[config.mk]
export PLATFORM = sky130hd
export DESIGN_NAME = expression_tokenizer_core_flat
export DESIGN_NICKNAME = d
export VERILOG_FILES = /design/src/hw/rtl/etok_pkg.sv /design/src/hw/rtl/etok_if.sv /design/src/hw/rtl/expression_tokenizer_core.sv /design/src/hw/rtl/etok_front.sv /design/src/hw/rtl/etok_queue.sv /design/src/hw/rtl/etok_back.sv /design/src/flat_wrapper.sv
export SDC_FILE = /design/constraint.sdc
export NUM_CORES = 1
export LEC_CHECK = 0
export BUFFER_PORTS_ARGS = -buffer_cell sky130_fd_sc_hd__buf_2
export CAP_MARGIN = 20
export CORE_AREA = 2 2 139 141
export DETAILED_ROUTE_END_ITERATION = 6
export DIE_AREA = 0 0 141 143
export SLEW_MARGIN = 20
export SYNTH_ARGS = -nofsm -noshare
export SYNTH_HDL_FRONTEND = slang
export SYNTH_SLANG_ARGS = --single-unit
export TNS_END_PERCENT = 50
[constraint.sdc]
create_clock -name clk -period 2.4 [get_ports clk]
set_input_delay 0.24 -clock clk [delete_from_list [all_inputs] [get_ports clk]]
set_output_delay 0.24 -clock clk [all_outputs]
set_load 0.1 [all_outputs]
[src/hw/rtl/etok_pkg.sv]
// Package: character codes, token kinds and queue types of the tokenizer.
`default_nettype none
package etok_pkg;

	// characters
	localparam logic [7:0] CH_NUL   = 8'h00;
	localparam logic [7:0] CH_STAR  = 8'h2A;
	localparam logic [7:0] CH_DOT   = 8'h2E;
	localparam logic [7:0] CH_E_LO  = 8'h65;
	localparam logic [7:0] CH_E_UP  = 8'h45;
	localparam logic [7:0] CH_PLUS  = 8'h2B;
	localparam logic [7:0] CH_MINUS = 8'h2D;
	localparam logic [7:0] CH_SLASH = 8'h2F;
	localparam logic [7:0] CH_CARET = 8'h5E;
	localparam logic [7:0] CH_OPEN  = 8'h28;
	localparam logic [7:0] CH_CLOSE = 8'h29;

	// token kinds
	localparam logic [3:0] KIND_NUMBER = 4'd0;
	localparam logic [3:0] KIND_IDENT  = 4'd1;
	localparam logic [3:0] KIND_PLUS   = 4'd2;
	localparam logic [3:0] KIND_MINUS  = 4'd3;
	localparam logic [3:0] KIND_STAR   = 4'd4;
	localparam logic [3:0] KIND_SLASH  = 4'd5;
	localparam logic [3:0] KIND_CARET  = 4'd6;
	localparam logic [3:0] KIND_OPEN   = 4'd7;
	localparam logic [3:0] KIND_CLOSE  = 4'd8;
	localparam logic [3:0] KIND_ERROR  = 4'd9;
	localparam logic [3:0] KIND_END    = 4'd10;

	// queue between front and back
	localparam int QDEPTH = 4;
	localparam int QAW    = $clog2(QDEPTH);

	typedef struct packed {
		logic [3:0] kind;
		logic [7:0] ch;
		logic       tlast;
	} lex_res_t;

	// results of one byte: one, or two when pair is set
	typedef struct packed {
		lex_res_t first;
		lex_res_t second;
		logic     pair;
	} lex_entry_t;

	typedef struct packed {
		logic       push;
		lex_entry_t entry;
	} q_push_t;

	typedef struct packed {
		logic       avail;
		lex_entry_t entry;
	} q_head_t;

endpackage
`default_nettype wire

[src/hw/rtl/etok_if.sv]
// Valid/ready channel interfaces for text bytes and token results.
`default_nettype none
interface etok_byte_if;
	logic       valid;
	logic       ready;
	logic [7:0] text_byte;

	modport source (output valid, output text_byte, input ready);
	modport sink (input valid, input text_byte, output ready);
endinterface

interface etok_tok_if;
	logic       valid;
	logic       ready;
	logic [3:0] token_kind;
	logic [7:0] lexeme_char;
	logic       token_last;
	logic       run_last;

	modport source (output valid, output token_kind, output lexeme_char,
		output token_last, output run_last, input ready);
	modport sink (input valid, input token_kind, input lexeme_char,
		input token_last, input run_last, output ready);
endinterface
`default_nettype wire

[src/hw/rtl/expression_tokenizer_core.sv]
// Top level of the streaming expression tokenizer.
//
//  channel   dir  payload                                        handshake
//  text      in   text_byte[7:0]                                 valid/ready
//  tokens    out  token_kind[3:0] lexeme_char[7:0]               valid/ready
//                 token_last run_last
//
// One text byte is taken per clock while the result queue has room; the
// lexing mode and held character live in the front, updated on each taken byte.
// A byte's results enter the queue when it is taken and pass the output register;
// one result leaves a clock while tokens.ready is high; a pair goes out in turn.
// arst_n clears mode, held character, queue pointers and output valid.
// Output stalls back up through the 4-group queue to text.ready.
`default_nettype none
module expression_tokenizer_core (
	input  logic        clk,
	input  logic        arst_n,
	etok_byte_if.sink   text,
	etok_tok_if.source  tokens
);
	import etok_pkg::*;

	q_push_t push;
	q_head_t head;
	logic    q_full;
	logic    pop;

	// front: classify byte, update mode, group results
	etok_front u_front (
		.clk      (clk),
		.arst_n   (arst_n),
		.in_valid (text.valid),
		.in_byte  (text.text_byte),
		.in_ready (text.ready),
		.q_full   (q_full),
		.push     (push)
	);

	// queue decouples the two sides
	etok_queue u_queue (
		.clk    (clk),
		.arst_n (arst_n),
		.push   (push),
		.full   (q_full),
		.head   (head),
		.pop    (pop)
	);

	// back: one result per item on the output channel
	etok_back u_back (
		.clk         (clk),
		.arst_n      (arst_n),
		.head        (head),
		.pop         (pop),
		.out_valid   (tokens.valid),
		.out_ready   (tokens.ready),
		.token_kind  (tokens.token_kind),
		.lexeme_char (tokens.lexeme_char),
		.token_last  (tokens.token_last),
		.run_last    (tokens.run_last)
	);

endmodule
`default_nettype wire

[src/hw/rtl/etok_front.sv]
// Front end: lexing mode, held character and result grouping per byte.
`default_nettype none
module etok_front (
	input  logic              clk,
	input  logic              arst_n,
	input  logic              in_valid,
	input  logic [7:0]        in_byte,
	output logic              in_ready,
	input  logic              q_full,
	output etok_pkg::q_push_t push
);
	import etok_pkg::*;

	typedef enum logic [7:0] {
		M_IDLE   = 8'b0000_0001,
		M_SINGLE = 8'b0000_0010,
		M_STAR   = 8'b0000_0100,
		M_INT    = 8'b0000_1000,
		M_FRAC   = 8'b0001_0000,
		M_EXPS   = 8'b0010_0000,
		M_EXPD   = 8'b0100_0000,
		M_IDENT  = 8'b1000_0000
	} mode_t;

	mode_t      mode_q, n_mode, cont_mode, st_mode;
	logic [7:0] held_char_q, n_char;
	logic [3:0] held_kind_q, n_kind, st_kind;
	logic       fire, is_digit, is_letter, is_space, is_e, active, push_v;
	lex_entry_t ent;
	lex_res_t   flush_res, end_res;

	assign in_ready = !q_full;
	assign fire     = in_valid && in_ready;

	assign is_digit  = (in_byte >= 8'h30) && (in_byte <= 8'h39);
	assign is_letter = ((in_byte >= 8'h61) && (in_byte <= 8'h7A)) ||
		((in_byte >= 8'h41) && (in_byte <= 8'h5A));
	assign is_space  = (in_byte == 8'h20) || ((in_byte >= 8'h09) && (in_byte <= 8'h0D));
	assign is_e      = (in_byte == CH_E_LO) || (in_byte == CH_E_UP);
	assign active    = (mode_q != M_IDLE);

	// does the byte extend the held token?
	always_comb begin
		cont_mode = M_IDLE;
		unique case (mode_q)
			M_INT: begin
				if (is_digit)                 cont_mode = M_INT;
				else if (in_byte == CH_DOT)   cont_mode = M_FRAC;
				else if (is_e)                cont_mode = M_EXPS;
			end
			M_FRAC: begin
				if (is_digit)   cont_mode = M_FRAC;
				else if (is_e)  cont_mode = M_EXPS;
			end
			M_EXPS: begin
				if (is_digit || in_byte == CH_PLUS || in_byte == CH_MINUS)
					cont_mode = M_EXPD;
			end
			M_EXPD: begin
				if (is_digit) cont_mode = M_EXPD;
			end
			M_IDENT: begin
				if (is_letter || is_digit) cont_mode = M_IDENT;
			end
			default: cont_mode = M_IDLE;
		endcase
	end

	// token started by this byte when it does not extend the held one
	always_comb begin
		st_kind = KIND_ERROR;
		st_mode = M_SINGLE;
		unique case (in_byte)
			CH_PLUS:  st_kind = KIND_PLUS;
			CH_MINUS: st_kind = KIND_MINUS;
			CH_STAR: begin
				st_kind = KIND_STAR;
				st_mode = M_STAR;
			end
			CH_SLASH: st_kind = KIND_SLASH;
			CH_CARET: st_kind = KIND_CARET;
			CH_OPEN:  st_kind = KIND_OPEN;
			CH_CLOSE: st_kind = KIND_CLOSE;
			default: begin
				if (is_digit) begin
					st_kind = KIND_NUMBER;
					st_mode = M_INT;
				end else if (is_letter) begin
					st_kind = KIND_IDENT;
					st_mode = M_IDENT;
				end
			end
		endcase
	end

	always_comb begin
		flush_res.kind  = held_kind_q;
		flush_res.ch    = held_char_q;
		flush_res.tlast = 1'b1;
		end_res.kind    = KIND_END;
		end_res.ch      = CH_NUL;
		end_res.tlast   = 1'b1;

		n_mode = mode_q;
		n_char = held_char_q;
		n_kind = held_kind_q;
		ent    = '0;
		push_v = 1'b0;

		if (mode_q == M_STAR && in_byte == CH_STAR) begin
			// doubled star folds into one caret, nothing leaves yet
			n_char = CH_CARET;
			n_kind = KIND_CARET;
			n_mode = M_SINGLE;
		end else if (cont_mode != M_IDLE) begin
			ent.first.kind  = held_kind_q;
			ent.first.ch    = held_char_q;
			ent.first.tlast = 1'b0;
			push_v = 1'b1;
			n_char = in_byte;
			n_mode = cont_mode;
		end else if (in_byte == CH_NUL) begin
			push_v = 1'b1;
			n_mode = M_IDLE;
			n_char = '0;
			n_kind = '0;
			if (active) begin
				ent.first  = flush_res;
				ent.second = end_res;
				ent.pair   = 1'b1;
			end else begin
				ent.first  = end_res;
			end
		end else if (is_space) begin
			push_v    = active;
			ent.first = flush_res;
			n_mode    = M_IDLE;
		end else begin
			push_v    = active;
			ent.first = flush_res;
			n_char    = in_byte;
			n_kind    = st_kind;
			n_mode    = st_mode;
		end
	end

	assign push.push  = fire && push_v;
	assign push.entry = ent;

	always_ff @(posedge clk or negedge arst_n) begin
		if (!arst_n) begin
			mode_q      <= M_IDLE;
			held_char_q <= '0;
			held_kind_q <= '0;
		end else if (fire) begin
			mode_q      <= n_mode;
			held_char_q <= n_char;
			held_kind_q <= n_kind;
		end
	end

endmodule
`default_nettype wire

[src/hw/rtl/etok_queue.sv]
// Short queue of per-byte result groups between front and back.
`default_nettype none
module etok_queue (
	input  logic              clk,
	input  logic              arst_n,
	input  etok_pkg::q_push_t push,
	output logic              full,
	output etok_pkg::q_head_t head,
	input  logic              pop
);
	import etok_pkg::*;

	lex_entry_t       mem_q [QDEPTH];
	logic [QAW-1:0]   wr_ptr_q, rd_ptr_q;
	logic [QAW:0]     cnt_q;
	logic             do_push, do_pop;

	assign full       = (cnt_q == QDEPTH[QAW:0]);
	assign head.avail = (cnt_q != '0);
	assign head.entry = mem_q[rd_ptr_q];
	assign do_push    = push.push && !full;
	assign do_pop     = pop && head.avail;

	always_ff @(posedge clk or negedge arst_n) begin
		if (!arst_n) begin
			wr_ptr_q <= '0;
			rd_ptr_q <= '0;
			cnt_q    <= '0;
		end else begin
			if (do_push) wr_ptr_q <= wr_ptr_q + 1'b1;
			if (do_pop)  rd_ptr_q <= rd_ptr_q + 1'b1;
			case ({do_push, do_pop})
				2'b10:   cnt_q <= cnt_q + 1'b1;
				2'b01:   cnt_q <= cnt_q - 1'b1;
				default: cnt_q <= cnt_q;
			endcase
		end
	end

	always_ff @(posedge clk) begin
		if (do_push) mem_q[wr_ptr_q] <= push.entry;
	end

endmodule
`default_nettype wire

[src/hw/rtl/etok_back.sv]
// Back end: splits result groups into single items behind an output register.
`default_nettype none
module etok_back (
	input  logic              clk,
	input  logic              arst_n,
	input  etok_pkg::q_head_t head,
	output logic              pop,
	output logic              out_valid,
	input  logic              out_ready,
	output logic [3:0]        token_kind,
	output logic [7:0]        lexeme_char,
	output logic              token_last,
	output logic              run_last
);
	import etok_pkg::*;

	logic     oval_q, sel_q, orl_q, load, last_of_grp;
	lex_res_t ores_q, cur;

	assign cur         = sel_q ? head.entry.second : head.entry.first;
	assign last_of_grp = sel_q || !head.entry.pair;
	assign load        = head.avail && (!oval_q || out_ready);
	assign pop         = load && last_of_grp;

	always_ff @(posedge clk or negedge arst_n) begin
		if (!arst_n) begin
			oval_q <= 1'b0;
			sel_q  <= 1'b0;
		end else if (load) begin
			oval_q <= 1'b1;
			sel_q  <= !last_of_grp;
		end else if (out_ready) begin
			oval_q <= 1'b0;
		end
	end

	always_ff @(posedge clk) begin
		if (load) begin
			ores_q <= cur;
			orl_q  <= last_of_grp;
		end
	end

	assign out_valid   = oval_q;
	assign token_kind  = ores_q.kind;
	assign lexeme_char = ores_q.ch;
	assign token_last  = ores_q.tlast;
	assign run_last    = orl_q;

endmodule
`default_nettype wire

[src/flat_wrapper.sv]
// flat-port wrapper written by rule: the top's interface ports become plain ports
module expression_tokenizer_core_flat import etok_pkg::*;
  (clk, arst_n, text_valid, text_text_byte, text_ready, tokens_valid, tokens_token_kind, tokens_lexeme_char, tokens_token_last, tokens_run_last, tokens_ready);
  etok_byte_if text_i ();
  etok_tok_if tokens_i ();
  input  logic clk;
  input  logic arst_n;
  input wire logic [$bits(text_i.valid)-1:0] text_valid;
  input wire logic [$bits(text_i.text_byte)-1:0] text_text_byte;
  output wire logic [$bits(text_i.ready)-1:0] text_ready;
  output wire logic [$bits(tokens_i.valid)-1:0] tokens_valid;
  output wire logic [$bits(tokens_i.token_kind)-1:0] tokens_token_kind;
  output wire logic [$bits(tokens_i.lexeme_char)-1:0] tokens_lexeme_char;
  output wire logic [$bits(tokens_i.token_last)-1:0] tokens_token_last;
  output wire logic [$bits(tokens_i.run_last)-1:0] tokens_run_last;
  input wire logic [$bits(tokens_i.ready)-1:0] tokens_ready;
  assign text_i.valid = text_valid;
  assign text_i.text_byte = text_text_byte;
  assign text_ready = text_i.ready;
  assign tokens_valid = tokens_i.valid;
  assign tokens_token_kind = tokens_i.token_kind;
  assign tokens_lexeme_char = tokens_i.lexeme_char;
  assign tokens_token_last = tokens_i.token_last;
  assign tokens_run_last = tokens_i.run_last;
  assign tokens_i.ready = tokens_ready;
  expression_tokenizer_core u_core (.clk(clk), .arst_n(arst_n), .text(text_i), .tokens(tokens_i));
endmodule
==> key figures, run 1 <==
Outcome
  – Status: complete, no violations

Routing
  – Vias/cell: approximately 4.4
  – Vias: 2861
  – DR WL/cell: between 10 and 15 microns
  – Post-route ant nets: 0
  – 1st-iter DRT viols: 104
  – Final wirelength: roughly 8900 microns
  – Residual DRC: 0
  – Pre-antenna DRT Iters: 5
  – Met3 wire len: between 400 and 500 microns
  – Top sig layer: met4
  – M1 WL: approximately 4100 microns
  – Met2 WL: between 4000 and 5000 microns

Finish
  – Commonest non-fill, non-tap cell in the layout: edfxtp_1
  – Finished Core Util: a little under a third
  – Commonest cells after routing, fill and taps aside: edfxtp_1 (70), buf_4 (36), nand2_1 (28)
  – Fillers: 1863
  – Area grow syn2layout: 22.0%
  – Fin nets: around 420
  – Antenna Cells: 0
  – Layout cell share with drive strength beyond 1: approximately 30%

Synthesis
  – Post-synthesis sequential area ratio: 61.4%
  – Xor-xnor portion of the synthesized cell area: about 1.7%
  – Post-Syn Nets: approximately 360
  – Cells after synthesis: 343
  – Post-synth EDFFs: 70
  – Area contributors post-synth: edfxtp_1 (46%), dfrtp_1 (15%), mux4_2 (6.8%)
  – Cell Area, Synth: 0.00461 sq mm
  – Synth Area in Adders: ~1.8%
  – Largest family of logic cells by synthesized area: simple AND/OR/NAND/NOR gates
  – Cell accounting for the most synthesized area: edfxtp_1
  – Post-synthesis mux area share: 8.77%
  – Share of the synthesized area in the top cell type: 45.6%
  – Avg Inst Size Synth: roughly 13 sq um
  – Complex-gate fraction of the synthesized area: approximately 7.4%
  – Unique masters post-synth: 61
  – Ys async rst share: around 30%
  – Register bit total from synthesis: 99
  – Yosys warning count: 0
  – Prevailing post-synth register cell: edfxtp_1
  – Post-Synth Simple-Gate Area: 16.1%

Global route
  – Vias in the first global route: 2905
  – GRT overflow: 0
  – Overall routing resource usage: about a tenth
  – First-pass GRT wire length: between 15000 and 20000 microns
  – Largest net degree at the start of global routing: 30
  – Initial antenna violation count: 0

Setup path
  – Crit path capture type: register
  – Worst path slowest cell: mux4_2
  – Crit path top cell by count: xor2_1
  – R2R depth: 9
  – Worst Path Buf+Inv: 2
  – CP max stage delay: between 0.5 and 0.6 ns
  – WP data required: around 2.7 ns
  – CP Cell Sequence: mux4_2 -> a21oi_2 -> buf_4 -> ha_2 -> inv_2 -> fa_1 -> xor2_1 -> nor2_1 -> xor2_1
  – Kind of cell adding the most delay to the critical path: adder cells
  – WP depth: 9
  – Crit Path Max Fanout: 2
  – CP Launch Type: register
  – Crit path kind: register to register
  – CP arrival: 2.54 ns

CTS
  – CTS root buf: clkbuf_16
  – CTS Sinks: just under 100
  – TritonCTS buffer count: 9
  – Worst-path clk slew: roughly 0.070 ns
  – CTS tree: built
  – CTS max path bufs: 2
  – Worst-Skew Late Latency: around 0.34 ns
  – Htree depth: 3

Timing
  – Final hold vios: 0
  – Worst-margin pin slew: about 0.64 ns
  – Post-route minimum period: approximately 2.3 ns
  – Number of setup violations in the final report: 0
  – Unrepaired setup endpoints after global routing: no
  – Slew Limit Fails: 0
  – Fmax achieved: 439 MHz
  – Period utilization: a little over nine tenths
  – Hold Slack: ~0.16 ns
  – Slew Limit Headroom: a little under three fifths
  – Worst Clk Skew: 0.0115 ns

Placed design
  – I/O Buffers: 27
  – Post-DP HPWL: between 6000 and 7000 microns
  – Placer Congestion: about 0.85

Pwr
  – Largest vdd supply drop: approximately 0.42 mV
  – P_leak: 2.11 nW
  – Cell Pwr Density: 1220 mW/mm^2
  – Final Power: just under 7 mW

Floorplanning
  – # IOs: 28
  – Floorplan core area: ~0.019 sq mm
  – Initial Util: between 20% and 30%
  – Die Y: about 140 microns
  – Cell Rows: 50
  – Full die area: between 0.02 and 0.025 sq mm
  – Die W: about 140 microns

Hold path
  – Hold crit path type: input pin to register
  – Hold path cells: 4

Job
  – Max Cap Viol: 0
## metal layers
layer  GRT usage, %  vias up
met5              0        -
li1               -     1390
met1           12.3     1413
met3           3.02        4
met4           3.00        0
met2           16.0       54
## cell usage after synthesis (4+ instances only)
cell type / number
edfxtp_1: 70
nand2_1: 29
dfrtp_1: 28
and2_1: 25
nor2_1: 24
mux4_2: 14
inv_1: 13
o21ai_0: 13
a21oi_1: 10
nor3_1: 10
buf_2: 7
clkbuf_1: 6
nand2b_1: 6
xor2_1: 6
ha_1: 5
nand3_1: 5
mux2_2: 4
nand3b_1: 4
## final timing paths
path | from | end | slack (ns)
min | tokens_ready | u_core.u_back.out_valid | 0.16
max reg2reg | u_core.u_queue.rd_ptr_q[0] | u_core.u_queue.cnt_q[2] | 0.12
min reg2reg | u_core.u_front.held_kind_q[2] | u_core.u_front.held_kind_q[2] | 0.47
min in group asynchronous | arst_n | u_core.u_front.held_char_q[7] | 0.48
max in group asynchronous | arst_n | u_core.u_front.mode_q[4] | 1.46
max | u_core.u_queue.rd_ptr_q[0] | u_core.u_queue.cnt_q[2] | 0.12
## worst reg2reg max path, stage by stage (launching register included)
cell     delay (ns)
dfrtp_1        0.37
mux4_2         0.53
a21oi_2        0.15
buf_4          0.13
ha_2           0.17
inv_2          0.04
fa_1           0.42
xor2_1         0.15
nor2_1         0.10
xor2_1         0.15
## what timing repair did
item	CTS	global route
hold buffers	1	0
setup endpoints to repair	0	1
buffers inserted	0	1
hold endpoints to repair	28	0
resized for setup	0	3
## flip-flops by register name, summed over array words and instances (netlist names)
register / flops
u_core.u_front.held_char_q: 8
u_core.u_back.sel_q: 1
u_core.u_back.out_valid: 1
u_core.u_queue.mem_q: 56
u_core.u_front.held_kind_q: 4
u_core.u_queue.wr_ptr_q: 2
u_core.u_front.mode_q: 8
u_core.u_back.lexeme_char: 8
u_core.u_back.token_kind: 4
u_core.u_back.run_last: 1
u_core.u_queue.rd_ptr_q: 2
u_core.u_queue.cnt_q: 3
u_core.u_back.token_last: 1
## metrics by stage
step                      setup TNS, ns  setup WS [ns]  cells  area [sq um]
final                                 0          0.124    645          5630
after global routing                  0        0.00325    645          5630
after detailed placement         -0.291         -0.240    627          5330
after global placement           -0.260         -0.219    627          5330
after floorplan                  -0.243         -0.211    343          4650
after CTS                             0         0.0804    644          5610
## final cells by class
| type | count | area (sq um) | area share (%) |
|---|---|---|---|
| multi-input combinational | 215 | 1680 | 29.9 |
| inverter | 13 | 48.8 | 0.867 |
| sequential | 99 | 2830 | 50.3 |
| timing repair buffer | 68 | 495 | 8.81 |
| tap | 234 | 293 | 5.20 |
| clock inverter | 6 | 46.3 | 0.823 |
| clock buffer | 10 | 229 | 4.07 |
## kinds of logic after synthesis
logic type | after synthesis
buf+inv | 29
compound gates | 46
mux | 22
flops | 99
fa+ha+maj | 6
simple gates | 132
xor+xnor | 9
## power breakdown
part,internal (mW),switching (mW)
Sequential,2.47,0.176
Combinational,0.958,1.95
Clock,0.712,0.612
Total,4.14,2.73
Power figures use the tool's default switching activity.
==> run 2: changes to the inputs <==
MAX_ROUTING_LAYER = met4   (was unset)
==> key figures, run 2 (synthesis gave the netlist of run 1 again) <==
Placed design
  – I/O Buffers: 27 (unchanged)
  – Placer Congestion: 0.861 (+1.6%)
  – Post-DP HPWL: 6440 microns (unchanged)

Finish
  – Fillers: 1863 (unchanged)
  – Fin nets: 424 (unchanged)
  – Area of the multi-input gates: 0.00168 sq mm (unchanged)
  – Commonest cells after routing, fill and taps aside: edfxtp_1 (70), buf_4 (36), nand2_1 (28)
  – Layout cell share with drive strength beyond 1: 29.9% (unchanged)
  – Finished Core Util: 30.3% (unchanged)
  – Antenna Cells: 0 (unchanged)
  – Area grow syn2layout: 22.0% (unchanged)
  – Seq. cell area: 0.00283 sq mm (unchanged)
  – Commonest non-fill, non-tap cell in the layout: edfxtp_1
  – Largest reg by FF count: u_core.u_queue.mem_q
  – Max FFs per register: 56 (unchanged)

Timing
  – Total Neg Setup Slack: 0 ns (unchanged)
  – Worst Clk Skew: 0.00952 ns (-0.00195 ns)
  – Period utilization: 95.2% (+0.38 points)
  – Worst-margin pin slew: 0.654 ns (+0.0110 ns)
  – Post-route minimum period: 2.29 ns (+0.00906 ns)
  – Final hold vios: 0 (unchanged)
  – Number of setup violations in the final report: 0 (unchanged)
  – Slew Limit Fails: 0 (unchanged)
  – Fmax achieved: 438 MHz (-0.40%)
  – Slew Limit Headroom: 56.4% (-0.74 points)
  – Unrepaired setup endpoints after global routing: no

Setup path
  – WP data required: 2.67 ns (about the same)
  – CP arrival: 2.55 ns (about the same)
  – Crit Path Max Fanout: 2 (unchanged)
  – Crit path capture type: register
  – Crit path kind: register to register
  – Worst path slowest cell: mux4_2
  – CP Cell Sequence: mux4_2 -> a21oi_2 -> buf_4 -> ha_2 -> inv_2 -> fa_1 -> xor2_1 -> nor2_1 -> xor2_1
  – Crit path top cell by count: xor2_1
  – Critical Path Source: u_core.u_queue.rd_ptr_q[0]
  – CP Launch Type: register
  – CP max stage delay: 0.53 ns (about the same)
  – RR Startpoint: u_core.u_queue.rd_ptr_q[0]

CTS
  – Worst-path clk slew: 0.07 ns (about the same)
  – CTS root buf: clkbuf_16
  – TritonCTS buffer count: 9 (unchanged)
  – CTS tree: built
  – CTS Sinks: 99 (unchanged)
  – Htree depth: 3 (unchanged)
  – Worst-Skew Late Latency: 0.34 ns (about the same)
  – CTS max path bufs: 2 (unchanged)

Routing
  – Post-route ant nets: 0 (unchanged)
  – Residual DRC: 0 (unchanged)
  – 1st-iter DRT viols: 115 (+11%)
  – Pre-antenna DRT Iters: 5 (unchanged)
  – DR WL/cell: 13.8 microns (+0.59%)
  – Vias: 2892 (+1.1%)
  – Vias/cell: 4.48 (+1.1%)
  – Final wirelength: 8920 microns (+0.59%)

Global route
  – Largest net degree at the start of global routing: 30 (unchanged)
  – Overall routing resource usage: 9.94% (+0.22 points)
  – First-pass GRT wire length: 15100 microns (-0.28%)
  – Vias in the first global route: 2906 (+0.034%)
  – GRT overflow: 0 (unchanged)
  – Initial antenna violation count: 0 (unchanged)

Outcome
  – Status: complete, no violations

Floorplanning
  – Initial Util: 24.8% (unchanged)
  – Die W: 141 microns (unchanged)
  – Floorplan core area: 0.0186 sq mm (unchanged)
  – Cell Rows: 50 (unchanged)
  – Full die area: 0.0202 sq mm (unchanged)
  – # IOs: 28 (unchanged)
  – Die Y: 143 microns (unchanged)

Pwr
  – P_int: 4.14 mW (about the same)
  – Cell Pwr Density: 1220 mW/mm^2 (+0.13%)
  – Comb pwr share: 42.3% (about the same)
  – Largest vdd supply drop: 0.426 mV (+0.14%)
  – Final Power: 6.89 mW (+0.13%)
  – Net Sw Frac: 39.8% (+0.079 points)
  – Clock network power share: 19.3% (about the same)
  – Sequential group share of total power: 38.4% (about the same)
  – P_leak: 2.11 nW (unchanged)
  – Switch Pwr: 2.74 mW (+0.33%)

Hold path
  – Hold crit path type: input pin to register
  – Hold Path Origin: tokens_ready

Job
  – Max Cap Viol: 0 (unchanged)
run 2: cell counts in the layout (fill, tap and decap cells not counted):
No cell type changed its count.
run 2: final cells by class:
class                      instances  area share [%]
sequential                        99            50.3
clock buffer                      10            4.07
inverter                          13           0.867
clock inverter                     6           0.823
tap                              234            5.20
multi-input combinational        215            29.9
timing repair buffer              68            8.81
run 2: worst max-delay path: cells and delay by family, from the launching register on:
kind | cells | cell delay (ns)
AOI/OAI and AO/OA | 1 | 0.15
and+or+nand+nor | 1 | 0.10
DFF | 1 | 0.37
adders and majority gates | 2 | 0.59
buffers and inverters | 2 | 0.17
xor gates and xnor gates | 2 | 0.30
muxes | 1 | 0.53
run 2: final timing paths:
check	slack, ns	to	cells after the start
max in group asynchronous	1.45	u_core.u_front.mode_q[4]	2
hold reg to reg	0.47	u_core.u_front.held_kind_q[2]	1
hold / removal	0.16	u_core.u_back.out_valid	4
setup reg to reg	0.11	u_core.u_queue.cnt_q[2]	9
min in group asynchronous	0.48	u_core.u_front.held_char_q[7]	2
setup / recovery	0.11	u_core.u_queue.cnt_q[2]	9
run 2: metrics by stage:
stage | std cells | setup slack, ns | area, sq um | hold slack (ns)
floorplan | 343 | -0.211 | 4650 | -0.0556
global placement | 627 | -0.219 | 5330 | 0.308
detailed placement | 627 | -0.240 | 5330 | 0.326
CTS | 644 | 0.0804 | 5610 | 0.147
global route | 645 | 0.00166 | 5630 | 0.191
finish | 645 | 0.115 | 5630 | 0.158
run 2: repair_timing:
action | CTS | global route
setup buffers | 0 | 1
endpoints found under the hold margin | 28 | 0
hold buffers | 1 | 0
endpoints found under the setup margin | 0 | 1
gates resized for setup | 0 | 3
run 2: power by group through the flow:
| stage | logic [mW] | clock network, mW | registers, mW |
|---|---|---|---|
| 2_1_floorplan | 1.26 | 0 | 3.60 |
| 3_3_place_gp | 2.88 | 0 | 2.66 |
| 3_5_place_dp | 2.92 | 0 | 2.69 |
| 4_1_cts | 2.93 | 1.36 | 2.65 |
| 5_1_grt | 3.15 | 1.43 | 2.70 |
| 6_report | 2.91 | 1.33 | 2.65 |
run 2: per-layer routing:
| layer | wire length, microns | vias to the layer above | global-route usage [%] |
|---|---|---|---|
| met5 | 0 | - | - |
| li1 | - | 1393 | - |
| met1 | 4080 | 1429 | 12.2 |
| met4 | 102 | 0 | 3.00 |
| met3 | 425 | 9 | 2.78 |
| met2 | 4310 | 61 | 16.1 |
==> run 3: changes to the inputs <==
GPL_TIMING_DRIVEN = 0   (was unset)
==> key figures, run 3 (synthesis gave the netlist of run 1 again) <==
Timing
  – Number of setup violations in the final report: 0 (unchanged)
  – Fmax achieved: 424 MHz (-3.1%)
  – Hold Slack: 0.154 ns (-0.00386 ns)
  – Post-route minimum period: 2.36 ns (+0.0735 ns)
  – Total Neg Setup Slack: 0 ns (unchanged)
  – Unrepaired setup endpoints after global routing: yes
  – Worst-margin pin slew: 0.681 ns (+0.0274 ns)
  – Final hold vios: 0 (unchanged)
  – Slew Limit Headroom: 54.6% (-1.8 points)
  – Slew Limit Fails: 0 (unchanged)
  – Worst Clk Skew: 0.00905 ns (-0.000471 ns)
  – Period utilization: 98.3% (+3.1 points)

Pwr
  – Sequential group share of total power: 38.4% (about the same)
  – Switch Pwr: 2.79 mW (+1.5%)
  – Net Sw Frac: 39.9% (+0.056 points)
  – P_int: 4.20 mW (+1.3%)
  – Cell Pwr Density: 1250 mW/mm^2 (+2.4%)
  – P_leak: 2.07 nW (-1.9%)
  – Largest vdd supply drop: 0.360 mV (-15%)
  – Clock network power share: 20.9% (+1.6 points)
  – Comb pwr share: 40.7% (-1.6 points)

Floorplanning
  – Full die area: 0.0202 sq mm (unchanged)
  – Die W: 141 microns (unchanged)
  – Cell Rows: 50 (unchanged)
  – Die Y: 143 microns (unchanged)
  – # IOs: 28 (unchanged)
  – Floorplan core area: 0.0186 sq mm (unchanged)
  – Initial Util: 24.8% (unchanged)

Finish
  – Max FFs per register: 56 (unchanged)
  – Finished Core Util: 30.0% (-0.30 points)
  – Antenna Cells: 0 (unchanged)
  – Seq. cell area: 0.00283 sq mm (+0.13%)
  – Commonest non-fill, non-tap cell in the layout: edfxtp_1
  – Fillers: 1835 (-1.5%)
  – Area of the multi-input gates: 0.00172 sq mm (+1.9%)
  – Fin nets: 414 (-2.4%)
  – Area grow syn2layout: 20.8%
  – Layout cell share with drive strength beyond 1: 30.2% (+0.25 points)
  – Largest reg by FF count: u_core.u_queue.mem_q
  – Commonest cells after routing, fill and taps aside: edfxtp_1 (70), buf_2 (31), nand2_1 (28)

CTS
  – Worst-path clk slew: 0.07 ns (about the same)
  – Htree depth: 3 (unchanged)
  – CTS root buf: clkbuf_16
  – Worst-Skew Late Latency: 0.34 ns (about the same)
  – CTS tree: built
  – CTS Sinks: 99 (unchanged)
  – TritonCTS buffer count: 9 (unchanged)
  – CTS max path bufs: 2 (unchanged)

Global route
  – Largest net degree at the start of global routing: 30 (unchanged)
  – First-pass GRT wire length: 14800 microns (-1.7%)
  – Overall routing resource usage: 9.70% (-0.24 points)
  – GRT overflow: 0 (unchanged)
  – Vias in the first global route: 2812 (-3.2%)
  – Initial antenna violation count: 0 (unchanged)

Setup path
  – CP max stage delay: 0.44 ns (-0.09 ns)
  – Critical Path Source: u_core.u_front.mode_q[4]
  – Crit path kind: register to register
  – Crit path top cell by count: xor2_1
  – CP Launch Type: register
  – Crit path capture type: register
  – CP Cell Sequence: nor4_4 -> and4_1 -> buf_6 -> a211oi_4 -> inv_1 -> ha_2 -> inv_2 -> fa_2 -> xor2_1 -> nor2_1 -> xor2_1
  – Kind of cell adding the most delay to the critical path: simple AND/OR/NAND/NOR gates
  – CP arrival: 2.62 ns (+0.07 ns)
  – Crit Path Max Fanout: 5 (+3)
  – RR Startpoint: u_core.u_front.mode_q[4]
  – Worst Path Buf+Inv: 3 (+1)
  – WP data required: 2.67 ns (about the same)
  – Worst path slowest cell: dfrtp_2

Hold path
  – Hold Path Origin: tokens_ready
  – Hold crit path type: input pin to register

Placed design
  – Placer Congestion: 0.800 (-7.1%)
  – Post-DP HPWL: 6260 microns (-2.7%)
  – I/O Buffers: 27 (unchanged)

Outcome
  – Status: complete, no violations

Routing
  – 1st-iter DRT viols: 182 (+58%)
  – DR WL/cell: 14.3 microns (+3.2%)
  – Final wirelength: 9060 microns (+1.6%)
  – Vias: 2871 (-0.73%)
  – Residual DRC: 0 (unchanged)
  – Pre-antenna DRT Iters: 4 (-1)
  – Vias/cell: 4.52 (+0.84%)
  – Post-route ant nets: 0 (unchanged)

Job
  – Max Cap Viol: 0 (unchanged)
[run 3: path summary, 6_finish.rpt]
check	endpoint	slack, ns	cells after the start
max in group asynchronous	u_core.u_front.mode_q[1]	1.42	2
min reg2reg	u_core.u_front.held_char_q[3]	0.49	1
min in group asynchronous	u_core.u_front.held_char_q[7]	0.49	2
max	u_core.u_queue.cnt_q[2]	0.04	11
max reg2reg	u_core.u_queue.cnt_q[2]	0.04	11
min	u_core.u_back.out_valid	0.15	4
[run 3: cell type report]
class / count / area share (%)
sequential: 99 / 50.9
timing repair buffer: 45 / 5.30
inverter: 13 / 0.876
tap: 234 / 5.26
clock buffer: 9 / 4.04
multi-input combinational: 215 / 30.8
buffer: 13 / 1.37
clock inverter: 7 / 1.46
[run 3: power groups by stage]
stage | sequential (mW) | combinational (mW) | clock (mW)
final | 2.68 | 2.84 | 1.46
after floorplan | 3.60 | 1.26 | 0
after global routing | 2.73 | 3.05 | 1.58
after global placement | 2.68 | 2.64 | 0
after detailed placement | 2.71 | 2.70 | 0
after CTS | 2.68 | 2.76 | 1.51
[run 3: per-stage QoR]
stage	instances	power, mW	instance area (sq um)	worst slack (ns)
after detailed placement	604	5.41	5070	-0.568
after global routing	635	7.36	5570	-0.0857
after floorplan	343	4.86	4650	-0.211
after global placement	604	5.32	5070	-0.560
after CTS	622	6.94	5430	-0.130
final	635	6.98	5570	0.0413
[run 3: worst min-delay path, cell delays in order]
cell     delay, ns
buf_2         0.07
inv_1         0.04
nand2_1       0.06
nand2_1       0.04
[run 3: per-layer routing]
metal	share of wire (%)	global-route usage, %	vias to the layer above
met3	4.3	2.48	12
met1	46	13.0	1421
met5	0	-	-
met4	1.7	2.84	0
li1	-	-	1372
met2	48	14.7	66
[run 3: what timing repair did]
action,CTS,global route
setup endpoints to repair,58,2
gates cloned,0,0
gates resized for setup,8,19
setup buffers,4,13
hold endpoints to repair,28,0
hold buffers,1,0
pin swaps,2,9
